**config.mk**
```make
export PLATFORM = sky130hd
export DESIGN_NAME = periodic_timer_scheduler_unit
export DESIGN_NICKNAME = d
export VERILOG_FILES = /design/src/rtl/pts_pkg.sv /design/src/rtl/pts_slot_table.sv /design/src/rtl/periodic_timer_scheduler_unit.sv
export SDC_FILE = /design/constraint.sdc
export NUM_CORES = 2
export LEC_CHECK = 0
export BUFFER_PORTS_ARGS = -buffer_cell sky130_fd_sc_hd__buf_2
export CORE_MARGIN = 2
export CORE_UTILIZATION = 27
export DETAILED_ROUTE_END_ITERATION = 10
export MAX_ROUTING_LAYER = met4
export PLACE_DENSITY = 0.43
export SLEW_MARGIN = 10
export SYNTH_ARGS = -nofsm -noshare
export SYNTH_HDL_FRONTEND = slang
export SYNTH_SLANG_ARGS = --single-unit
```
**constraint.sdc**
```tcl
create_clock -name clk_i -period 11.5 [get_ports clk_i]
set_input_delay 2.875 -clock clk_i [delete_from_list [all_inputs] [get_ports clk_i]]
set_output_delay 2.875 -clock clk_i [all_outputs]
set_load 0.05 [all_outputs]
```
**src/rtl/pts_pkg.sv**
```systemverilog
`timescale 1ns / 1ps

package pts_pkg;

  localparam int unsigned TimersDef = 16;

  localparam int unsigned OpW       = 2;
  localparam int unsigned NowW      = 40;
  localparam int unsigned PeriodW   = 31;
  localparam int unsigned IdW       = 32;
  localparam int unsigned DeadlineW = 41;
  localparam int unsigned StatusW   = 2;

  localparam int unsigned InDataW  = 104;
  localparam int unsigned OutDataW = 112;

  typedef enum logic [OpW-1:0] {
    OP_CREATE = 2'd0,
    OP_DELETE = 2'd1,
    OP_POLL   = 2'd2,
    OP_NONE   = 2'd3
  } op_e;

  typedef enum logic [StatusW-1:0] {
    ST_OK        = 2'd0,
    ST_FULL      = 2'd1,
    ST_NOT_FOUND = 2'd2,
    ST_EMPTY     = 2'd3
  } status_e;

  // One stored timer.
  typedef struct packed {
    logic [IdW-1:0]       ident;
    logic [PeriodW-1:0]   period;
    logic [DeadlineW-1:0] deadline;
  } entry_t;

  // Commands from the sequencer to the slot table.
  typedef struct packed {
    logic scan_start;
    logic wr_en;
    logic clr_en;
  } tbl_ctrl_t;

  // Status from the slot table back to the sequencer.
  typedef struct packed {
    logic scan_done;
    logic best_found;
    logic hit_found;
    logic free_found;
  } tbl_stat_t;

endpackage

```
**src/rtl/pts_slot_table.sv**
```systemverilog
`timescale 1ns / 1ps

module pts_slot_table #(
  parameter int unsigned TIMERS = pts_pkg::TimersDef
) (
  input  logic                        clk_i,
  input  logic                        rst_ni,
  input  pts_pkg::tbl_ctrl_t          ctrl_i,
  input  logic [$clog2(TIMERS)-1:0]   wr_slot_i,
  input  pts_pkg::entry_t             wr_entry_i,
  input  logic [$clog2(TIMERS)-1:0]   clr_slot_i,
  input  logic [pts_pkg::IdW-1:0]     match_id_i,
  output pts_pkg::tbl_stat_t          stat_o,
  output logic [$clog2(TIMERS)-1:0]   best_slot_o,
  output pts_pkg::entry_t             best_entry_o,
  output logic [$clog2(TIMERS)-1:0]   hit_slot_o,
  output logic [$clog2(TIMERS)-1:0]   free_slot_o
);
  import pts_pkg::*;

  localparam int unsigned SlotW = $clog2(TIMERS);
  localparam int unsigned CntW  = SlotW + 1;
  localparam logic [CntW-1:0] CntEnd = CntW'(TIMERS);

  entry_t            mem [TIMERS];
  logic [TIMERS-1:0] valid_q;

  logic [CntW-1:0]  cnt_q;
  logic             scanning_q;
  logic             chk_vld_q;
  logic [SlotW-1:0] chk_slot_q;
  entry_t           rd_data_q;

  logic             best_found_q;
  logic [SlotW-1:0] best_slot_q;
  entry_t           best_q;
  logic             hit_found_q;
  logic [SlotW-1:0] hit_slot_q;

  logic             issue;
  logic [SlotW-1:0] rd_addr;
  logic             scan_done;
  logic             chk_live;
  logic             better;
  logic             free_found;
  logic [SlotW-1:0] free_slot;

  assign issue     = scanning_q && (cnt_q < CntEnd);
  assign rd_addr   = cnt_q[SlotW-1:0];
  assign scan_done = scanning_q && (cnt_q == CntEnd) && !chk_vld_q;
  assign chk_live  = chk_vld_q && valid_q[chk_slot_q];

  // Strict compare keeps the lower slot when deadline and id both tie.
  assign better = !best_found_q ||
                  (rd_data_q.deadline < best_q.deadline) ||
                  ((rd_data_q.deadline == best_q.deadline) &&
                   (rd_data_q.ident < best_q.ident));

  // Lowest free slot.
  always_comb begin
    free_found = 1'b0;
    free_slot  = '0;
    for (int i = TIMERS - 1; i >= 0; i--) begin
      if (!valid_q[i]) begin
        free_found = 1'b1;
        free_slot  = SlotW'(i);
      end
    end
  end

  always_ff @(posedge clk_i) begin
    if (ctrl_i.wr_en) begin
      mem[wr_slot_i] <= wr_entry_i;
    end
    if (issue) begin
      rd_data_q <= mem[rd_addr];
    end
  end

  always_ff @(posedge clk_i or negedge rst_ni) begin
    if (!rst_ni) begin
      valid_q      <= '0;
      cnt_q        <= '0;
      scanning_q   <= 1'b0;
      chk_vld_q    <= 1'b0;
      best_found_q <= 1'b0;
      hit_found_q  <= 1'b0;
    end else begin
      if (ctrl_i.wr_en) begin
        valid_q[wr_slot_i] <= 1'b1;
      end
      if (ctrl_i.clr_en) begin
        valid_q[clr_slot_i] <= 1'b0;
      end
      chk_vld_q <= issue;
      if (ctrl_i.scan_start) begin
        cnt_q        <= '0;
        scanning_q   <= 1'b1;
        best_found_q <= 1'b0;
        hit_found_q  <= 1'b0;
      end else begin
        if (issue) begin
          cnt_q <= cnt_q + CntW'(1);
        end
        if (scan_done) begin
          scanning_q <= 1'b0;
        end
        if (chk_live && better) begin
          best_found_q <= 1'b1;
        end
        if (chk_live && !hit_found_q && (rd_data_q.ident == match_id_i)) begin
          hit_found_q <= 1'b1;
        end
      end
    end
  end

  always_ff @(posedge clk_i) begin
    if (issue) begin
      chk_slot_q <= rd_addr;
    end
    if (!ctrl_i.scan_start && chk_live && better) begin
      best_slot_q <= chk_slot_q;
      best_q      <= rd_data_q;
    end
    if (!ctrl_i.scan_start && chk_live && !hit_found_q &&
        (rd_data_q.ident == match_id_i)) begin
      hit_slot_q <= chk_slot_q;
    end
  end

  assign stat_o.scan_done  = scan_done;
  assign stat_o.best_found = best_found_q;
  assign stat_o.hit_found  = hit_found_q;
  assign stat_o.free_found = free_found;
  assign best_slot_o       = best_slot_q;
  assign best_entry_o      = best_q;
  assign hit_slot_o        = hit_slot_q;
  assign free_slot_o       = free_slot;

  a_wr_clr_excl: assert property (@(posedge clk_i) disable iff (!rst_ni)
    !(ctrl_i.wr_en && ctrl_i.clr_en))
    else $error("slot write and slot clear in the same cycle");

  a_start_idle: assert property (@(posedge clk_i) disable iff (!rst_ni)
    ctrl_i.scan_start |-> (!scanning_q || scan_done))
    else $error("scan started while another scan is running");

  a_chk_in_scan: assert property (@(posedge clk_i) disable iff (!rst_ni)
    chk_vld_q |-> scanning_q)
    else $error("read data checked outside of a scan");

endmodule

```
**src/rtl/periodic_timer_scheduler_unit.sv**
```systemverilog
`timescale 1ns / 1ps
// Scans: create, an unknown operation, a delete that misses and a poll that does
//   not fire each run one full scan of the slot memory from request to result; a
//   delete that hits and a poll that fires run two full scans.
// Throughput: one request at a time, the next accepted once the result is staged.
// Reset: rst_ni clears all slot valid bits, the id counter and the handshakes.

module periodic_timer_scheduler_unit #(
  parameter int unsigned TIMERS = pts_pkg::TimersDef
) (
  input  logic                         clk_i,
  input  logic                         rst_ni,
  // Request channel.
  input  logic                         s_axis_tvalid_i,
  output logic                         s_axis_tready_o,
  // Fields from bit 0 up: now_ms (40), period_ms (31), timer_id (32), zero fill.
  input  logic [pts_pkg::InDataW-1:0]  s_axis_tdata_i,
  // Fields from bit 0 up: operation (2).
  input  logic [pts_pkg::OpW-1:0]      s_axis_tuser_i,
  // Result channel.
  output logic                         m_axis_tvalid_o,
  input  logic                         m_axis_tready_i,
  // Fields from bit 0 up: status (2), fired (1), fired_id (32), new_id (32),
  // time_to_next_ms (41), zero fill.
  output logic [pts_pkg::OutDataW-1:0] m_axis_tdata_o
);
  import pts_pkg::*;

  localparam int unsigned SlotW = $clog2(TIMERS);

  // Sequencer states.
  localparam logic [2:0] S_IDLE  = 3'd0;  // waiting for a request
  localparam logic [2:0] S_EXEC  = 3'd1;  // create write, first scan launched
  localparam logic [2:0] S_PICK  = 3'd2;  // first scan: delete lookup or poll pick
  localparam logic [2:0] S_FINAL = 3'd3;  // final scan, after any table change
  localparam logic [2:0] S_OUT   = 3'd4;  // result waits for the output register

  logic [2:0]           state_q, state_d;
  logic [IdW-1:0]       id_cnt_q, id_cnt_d;
  logic                 m_tvalid_q, m_tvalid_d;
  logic [OutDataW-1:0]  m_tdata_q, m_tdata_d;

  op_e                  op_q, op_d;
  logic [NowW-1:0]      now_q, now_d;
  logic [PeriodW-1:0]   period_q, period_d;
  logic [IdW-1:0]       tid_q, tid_d;

  status_e              res_status_q, res_status_d;
  logic                 res_fired_q, res_fired_d;
  logic [IdW-1:0]       res_fired_id_q, res_fired_id_d;
  logic [IdW-1:0]       res_new_id_q, res_new_id_d;
  logic [DeadlineW-1:0] res_ttn_q, res_ttn_d;

  tbl_ctrl_t            tbl_ctrl;
  tbl_stat_t            tbl_stat;
  logic [SlotW-1:0]     wr_slot;
  entry_t               wr_entry;
  logic [SlotW-1:0]     best_slot;
  entry_t               best_entry;
  logic [SlotW-1:0]     hit_slot;
  logic [SlotW-1:0]     free_slot;

  logic                 in_accept;
  logic [DeadlineW-1:0] now_ext;
  logic [DeadlineW-1:0] ttn;
  logic                 due;

  assign in_accept = s_axis_tvalid_i && s_axis_tready_o;
  assign now_ext   = {1'b0, now_q};

  // Time to the earliest deadline of the table as the last scan saw it.
  assign ttn = (tbl_stat.best_found && (best_entry.deadline > now_ext)) ?
               (best_entry.deadline - now_ext) : '0;
  assign due = now_ext >= best_entry.deadline;

  always_comb begin
    state_d        = state_q;
    id_cnt_d       = id_cnt_q;
    m_tvalid_d     = m_tvalid_q;
    m_tdata_d      = m_tdata_q;
    op_d           = op_q;
    now_d          = now_q;
    period_d       = period_q;
    tid_d          = tid_q;
    res_status_d   = res_status_q;
    res_fired_d    = res_fired_q;
    res_fired_id_d = res_fired_id_q;
    res_new_id_d   = res_new_id_q;
    res_ttn_d      = res_ttn_q;
    tbl_ctrl       = '0;
    wr_slot        = free_slot;
    wr_entry.ident    = id_cnt_q + IdW'(1);
    wr_entry.period   = period_q;
    wr_entry.deadline = now_ext + DeadlineW'(period_q);

    if (m_tvalid_q && m_axis_tready_i) begin
      m_tvalid_d = 1'b0;
    end

    unique case (state_q)
      S_IDLE: begin
        if (in_accept) begin
          op_d           = op_e'(s_axis_tuser_i);
          now_d          = s_axis_tdata_i[NowW-1:0];
          period_d       = s_axis_tdata_i[NowW+PeriodW-1:NowW];
          tid_d          = s_axis_tdata_i[NowW+PeriodW+IdW-1:NowW+PeriodW];
          res_status_d   = ST_OK;
          res_fired_d    = 1'b0;
          res_fired_id_d = '0;
          res_new_id_d   = '0;
          state_d        = S_EXEC;
        end
      end
      S_EXEC: begin
        tbl_ctrl.scan_start = 1'b1;
        unique case (op_q)
          OP_CREATE: begin
            if (tbl_stat.free_found) begin
              tbl_ctrl.wr_en = 1'b1;
              id_cnt_d       = wr_entry.ident;
              res_new_id_d   = wr_entry.ident;
            end else begin
              res_status_d = ST_FULL;
            end
            state_d = S_FINAL;
          end
          OP_DELETE, OP_POLL: state_d = S_PICK;
          default:            state_d = S_FINAL;
        endcase
      end
      S_PICK: begin
        if (tbl_stat.scan_done) begin
          res_ttn_d = ttn;
          state_d   = S_OUT;
          if (op_q == OP_DELETE) begin
            if (tbl_stat.hit_found) begin
              // The table changes, so the earliest timer is found again.
              tbl_ctrl.clr_en     = 1'b1;
              tbl_ctrl.scan_start = 1'b1;
              state_d             = S_FINAL;
            end else begin
              res_status_d = ST_NOT_FOUND;
            end
          end else if (!tbl_stat.best_found) begin
            res_status_d = ST_EMPTY;
          end else if (due) begin
            // The earliest timer fires and moves to its next deadline.
            wr_slot             = best_slot;
            wr_entry.ident      = best_entry.ident;
            wr_entry.period     = best_entry.period;
            wr_entry.deadline   = now_ext + DeadlineW'(best_entry.period);
            tbl_ctrl.wr_en      = 1'b1;
            tbl_ctrl.scan_start = 1'b1;
            res_fired_d         = 1'b1;
            res_fired_id_d      = best_entry.ident;
            state_d             = S_FINAL;
          end
        end
      end
      S_FINAL: begin
        if (tbl_stat.scan_done) begin
          res_ttn_d = ttn;
          state_d   = S_OUT;
        end
      end
      S_OUT: begin
        if (!m_tvalid_q || m_axis_tready_i) begin
          m_tvalid_d = 1'b1;
          m_tdata_d  = {4'b0, res_ttn_q, res_new_id_q, res_fired_id_q,
                        res_fired_q, res_status_q};
          state_d    = S_IDLE;
        end
      end
      default: state_d = S_IDLE;
    endcase
  end

  assign s_axis_tready_o = (state_q == S_IDLE);
  assign m_axis_tvalid_o = m_tvalid_q;
  assign m_axis_tdata_o  = m_tdata_q;

  always_ff @(posedge clk_i or negedge rst_ni) begin
    if (!rst_ni) begin
      state_q    <= S_IDLE;
      id_cnt_q   <= '0;
      m_tvalid_q <= 1'b0;
    end else begin
      state_q    <= state_d;
      id_cnt_q   <= id_cnt_d;
      m_tvalid_q <= m_tvalid_d;
    end
  end

  always_ff @(posedge clk_i) begin
    m_tdata_q      <= m_tdata_d;
    op_q           <= op_d;
    now_q          <= now_d;
    period_q       <= period_d;
    tid_q          <= tid_d;
    res_status_q   <= res_status_d;
    res_fired_q    <= res_fired_d;
    res_fired_id_q <= res_fired_id_d;
    res_new_id_q   <= res_new_id_d;
    res_ttn_q      <= res_ttn_d;
  end

  pts_slot_table #(
    .TIMERS (TIMERS)
  ) u_table (
    .clk_i        (clk_i),
    .rst_ni       (rst_ni),
    .ctrl_i       (tbl_ctrl),
    .wr_slot_i    (wr_slot),
    .wr_entry_i   (wr_entry),
    .clr_slot_i   (hit_slot),
    .match_id_i   (tid_q),
    .stat_o       (tbl_stat),
    .best_slot_o  (best_slot),
    .best_entry_o (best_entry),
    .hit_slot_o   (hit_slot),
    .free_slot_o  (free_slot)
  );

  a_done_in_scan: assert property (@(posedge clk_i) disable iff (!rst_ni)
    tbl_stat.scan_done |-> (state_q == S_PICK || state_q == S_FINAL))
    else $error("scan finished while the sequencer was not waiting for it");

  a_id_step: assert property (@(posedge clk_i) disable iff (!rst_ni)
    (id_cnt_q != $past(id_cnt_q)) |-> (id_cnt_q == $past(id_cnt_q) + IdW'(1)))
    else $error("id counter moved by other than one");

  a_fired_ok: assert property (@(posedge clk_i) disable iff (!rst_ni)
    (m_tvalid_q && m_tdata_q[StatusW]) |-> (m_tdata_q[StatusW-1:0] == ST_OK))
    else $error("fired result without status ok");

  a_full_no_id: assert property (@(posedge clk_i) disable iff (!rst_ni)
    (m_tvalid_q && (m_tdata_q[StatusW-1:0] == ST_FULL)) |->
      (m_tdata_q[StatusW+1+2*IdW-1:StatusW+1+IdW] == '0))
    else $error("full table result carries a new id");

endmodule
```
==> qor.txt <==
Synth Flop Type: edfxtp_1
CP Data Required Time: 11.97 ns
routed via count: 46657
Syn Inst Count: 4736
hold_buf cts: 0
Nets: 5466
clock skew: 0.0680 ns
nature of the critical path endpoint: flip-flop
largest stage delay on the critical path: 0.80 ns
Min Hold Slack: 0.364 ns
overall power: 23800 uW
Slew HR: 0.138
WL/cell: 27.5 um
area of the multi-input gates: 22800 um^2
Cell Pwr Density: 221 nW/um^2
Period minus WS final: 6.34 ns
post-synthesis sequential area ratio: 0.740
gpl congestion: 0.832
setup_tns: 0 ns
die extent in y: 586 um
Yosys warnings: 0
drc violations: 0
Synth cell types: 87
initial antenna violation count: 22
port bufs: 218
fillers: 32395
initial detailed-routing violation count: 4242
outcome: completed
Slowest-stage cell, CP: buf_4
total clock sinks: 2266
GRT Overall Usage: 0.160
kind of critical path: flip-flop to flip-flop
Routed Antenna Nets: 0
HP Class: flip-flop to flip-flop
first-pass detailed-route iteration total: 8
grt total ovfl: 0
Yosys top cell by area: edfxtp_1
die area: 344000 um^2
Slew @ Worst Pin: 1.28 ns
row cnt: 213
dpl hpwl: 165000 um
via/cell ratio: 4.71
clock root cell: clkbuf_16
FF+latch area: 67800 um^2
H-tree depth: 5
maximum clock rate: 0.158 GHz
RSZ-0062 raised after global routing: false
Slew Viols, Final: 0
worst-skew pair later-pin latency: 0.90 ns
Starting Density: 0.272
top cells by area, synth: edfxtp_1 (72%), mux4_2 (13%), ha_1 (2.4%)
Worst Setup Start Kind: flip-flop
Mapped Area: 91600 um^2
die span in x: 586 um
TritonCTS Buffers: 268
Final Util: 0.319
Tcrit/Tclk final: 0.551
most common cell after layout, fill and taps aside: edfxtp_1
# resized after CTS: 0
Core Area: 337000 um^2
Top Ports: 224
final WL: 272000 um
max-capacitance violation count: 0
final hold violations: 0
vias in the first global route: 48784
global-route wire length before repair: 379000 um
Syn Area/Cell: 19.3 um^2
leakage: 0.0347 uW
FF+latch count, synth: 2266
largest net degree at the start of global routing: 93
VDD IR max: 0.000232 V
Setup Fix Bufs, Post-CTS: 0
layout cell share with drive strength beyond 1: 0.244
most frequent cells in the layout: edfxtp_1 (2205), mux4_2 (525), clkbuf_16 (280)
async set or reset register ratio after synthesis: 0.0269
Critical Path Fanout Max: 49
CTS tree: built
Worst EP arrival: 6.81 ns
area growth from synthesis to layout: 17.2%
worst-path cell chain: inv_1 > ha_1 > nand2_1 > or3_1 > a211o_1 > a311oi_2 > o2111ai_2 > nand3_2 > a21oi_1 > a21oi_1 > o21ai_1 > a211oi_4 > buf_4 > buf_4
clock buffer depth: 4
Setup-failing EPs final: 0
EDFF count, synth: 2205
Worst-path clk slew: 0.06 ns
share of Yosys cell area claimed by the top area cell type: 0.723
## layout make-up
cell class                 instances  share of cell area
sequential                      2266               0.631
multi-input combinational       2136               0.212
clock buffer                     335              0.0674
tap                             4515              0.0526
timing repair buffer             345              0.0192
clock inverter                   143              0.0119
inverter                         157             0.00549
antenna                            3           0.0000699
## state kept, by name, summed over array words and instances (netlist names), 40 cells and up
signal,count
m_axis_tdata_o,108
now_q,40
res_ttn_q,41
u_table.best_entry_o,104
u_table.mem,1664
u_table.rd_data_q,104
## final timing paths
kind	to	depth (start not counted)	slack [ns]	start
max in group asynchronous	u_table.cnt_q[3]	2	8.54	rst_ni
min	u_table.best_entry_o[62]	0	0.36	u_table.rd_data_q[62]
max	u_table.best_entry_o[32]	14	5.16	now_q[13]
min reg2reg	u_table.best_entry_o[62]	0	0.36	u_table.rd_data_q[62]
min in group asynchronous	u_table.cnt_q[1]	2	2.25	rst_ni
max reg2reg	u_table.best_entry_o[32]	14	5.16	now_q[13]
## kinds of logic (layout without fill, tap and decap cells)
group	Yosys count	count (layout)	share of synthesized area
XOR/XNOR	184	184	0.0176
adder cells (fa/ha/maj)	182	182	0.0251
buffers and inverters	337	980	0.0149
AND/OR/NAND/NOR	729	729	0.0369
AO/OA/AOI/OAI	508	508	0.0363
flip-flops	2266	2266	0.740
other	1	7	0.0000409
multiplexers	529	529	0.130
## through the flow
stage | setup WS, ns | instances | instance area (um^2)
after CTS | 5.10 | 9897 | 107000
after global routing | 4.91 | 9898 | 107000
final | 5.16 | 9900 | 107000
after global placement | 5.21 | 9419 | 98800
after floorplan | 0.144 | 4739 | 91600
after detailed placement | 5.16 | 9419 | 98800
## power by group
group          leakage (uW)  switching, uW  internal, uW
clock network       0.00414           3420          4900
registers            0.0203            569          9800
logic                0.0102           2810          2260
total                0.0347           6800         17000
## critical path: cells and delay by family (launching register included)
family	cells	cell delay [ns]
flip-flops	1	0.43
buffers and inverters	3	1.62
AO/OA/AOI/OAI	7	2.43
adder cells (fa/ha/maj)	1	0.50
AND/OR/NAND/NOR	3	0.78
## cells in the mapped netlist (6+ instances only)
master / n
nand2b_1: 31
o22ai_2: 6
nor3_1: 30
clkbuf_1: 110
a31oi_1: 9
xor2_1: 89
a2bb2oi_1: 15
buf_2: 13
nand3_1: 57
and2_1: 15
o21bai_1: 13
a21o_1: 67
nor4_1: 14
o22ai_1: 6
a21boi_0: 8
xnor2_1: 95
edfxtp_1: 2205
nor2_1: 236
ha_1: 179
buf_4: 13
nor2b_1: 17
a211oi_1: 23
or3_1: 6
and3_1: 22
o21ai_0: 98
dfrtp_1: 61
nand4_1: 34
o21a_1: 26
mux4_2: 525
inv_1: 157
nand3b_1: 6
o31ai_1: 8
nand2_1: 232
a21oi_1: 159
buf_1: 40
o31a_1: 6
o211ai_1: 12
## routing by layer
layer / routed length (um) / track usage / up-vias
li1: - / - / 20031
met1: 123000 / 0.216 / 25175
met2: 131000 / 0.256 / 1138
met3: 11600 / 0.0210 / 313
met4: 6420 / 0.0388 / 0
met5: 0 / - / -
Note: power is estimated with default switching activity, not from simulation.
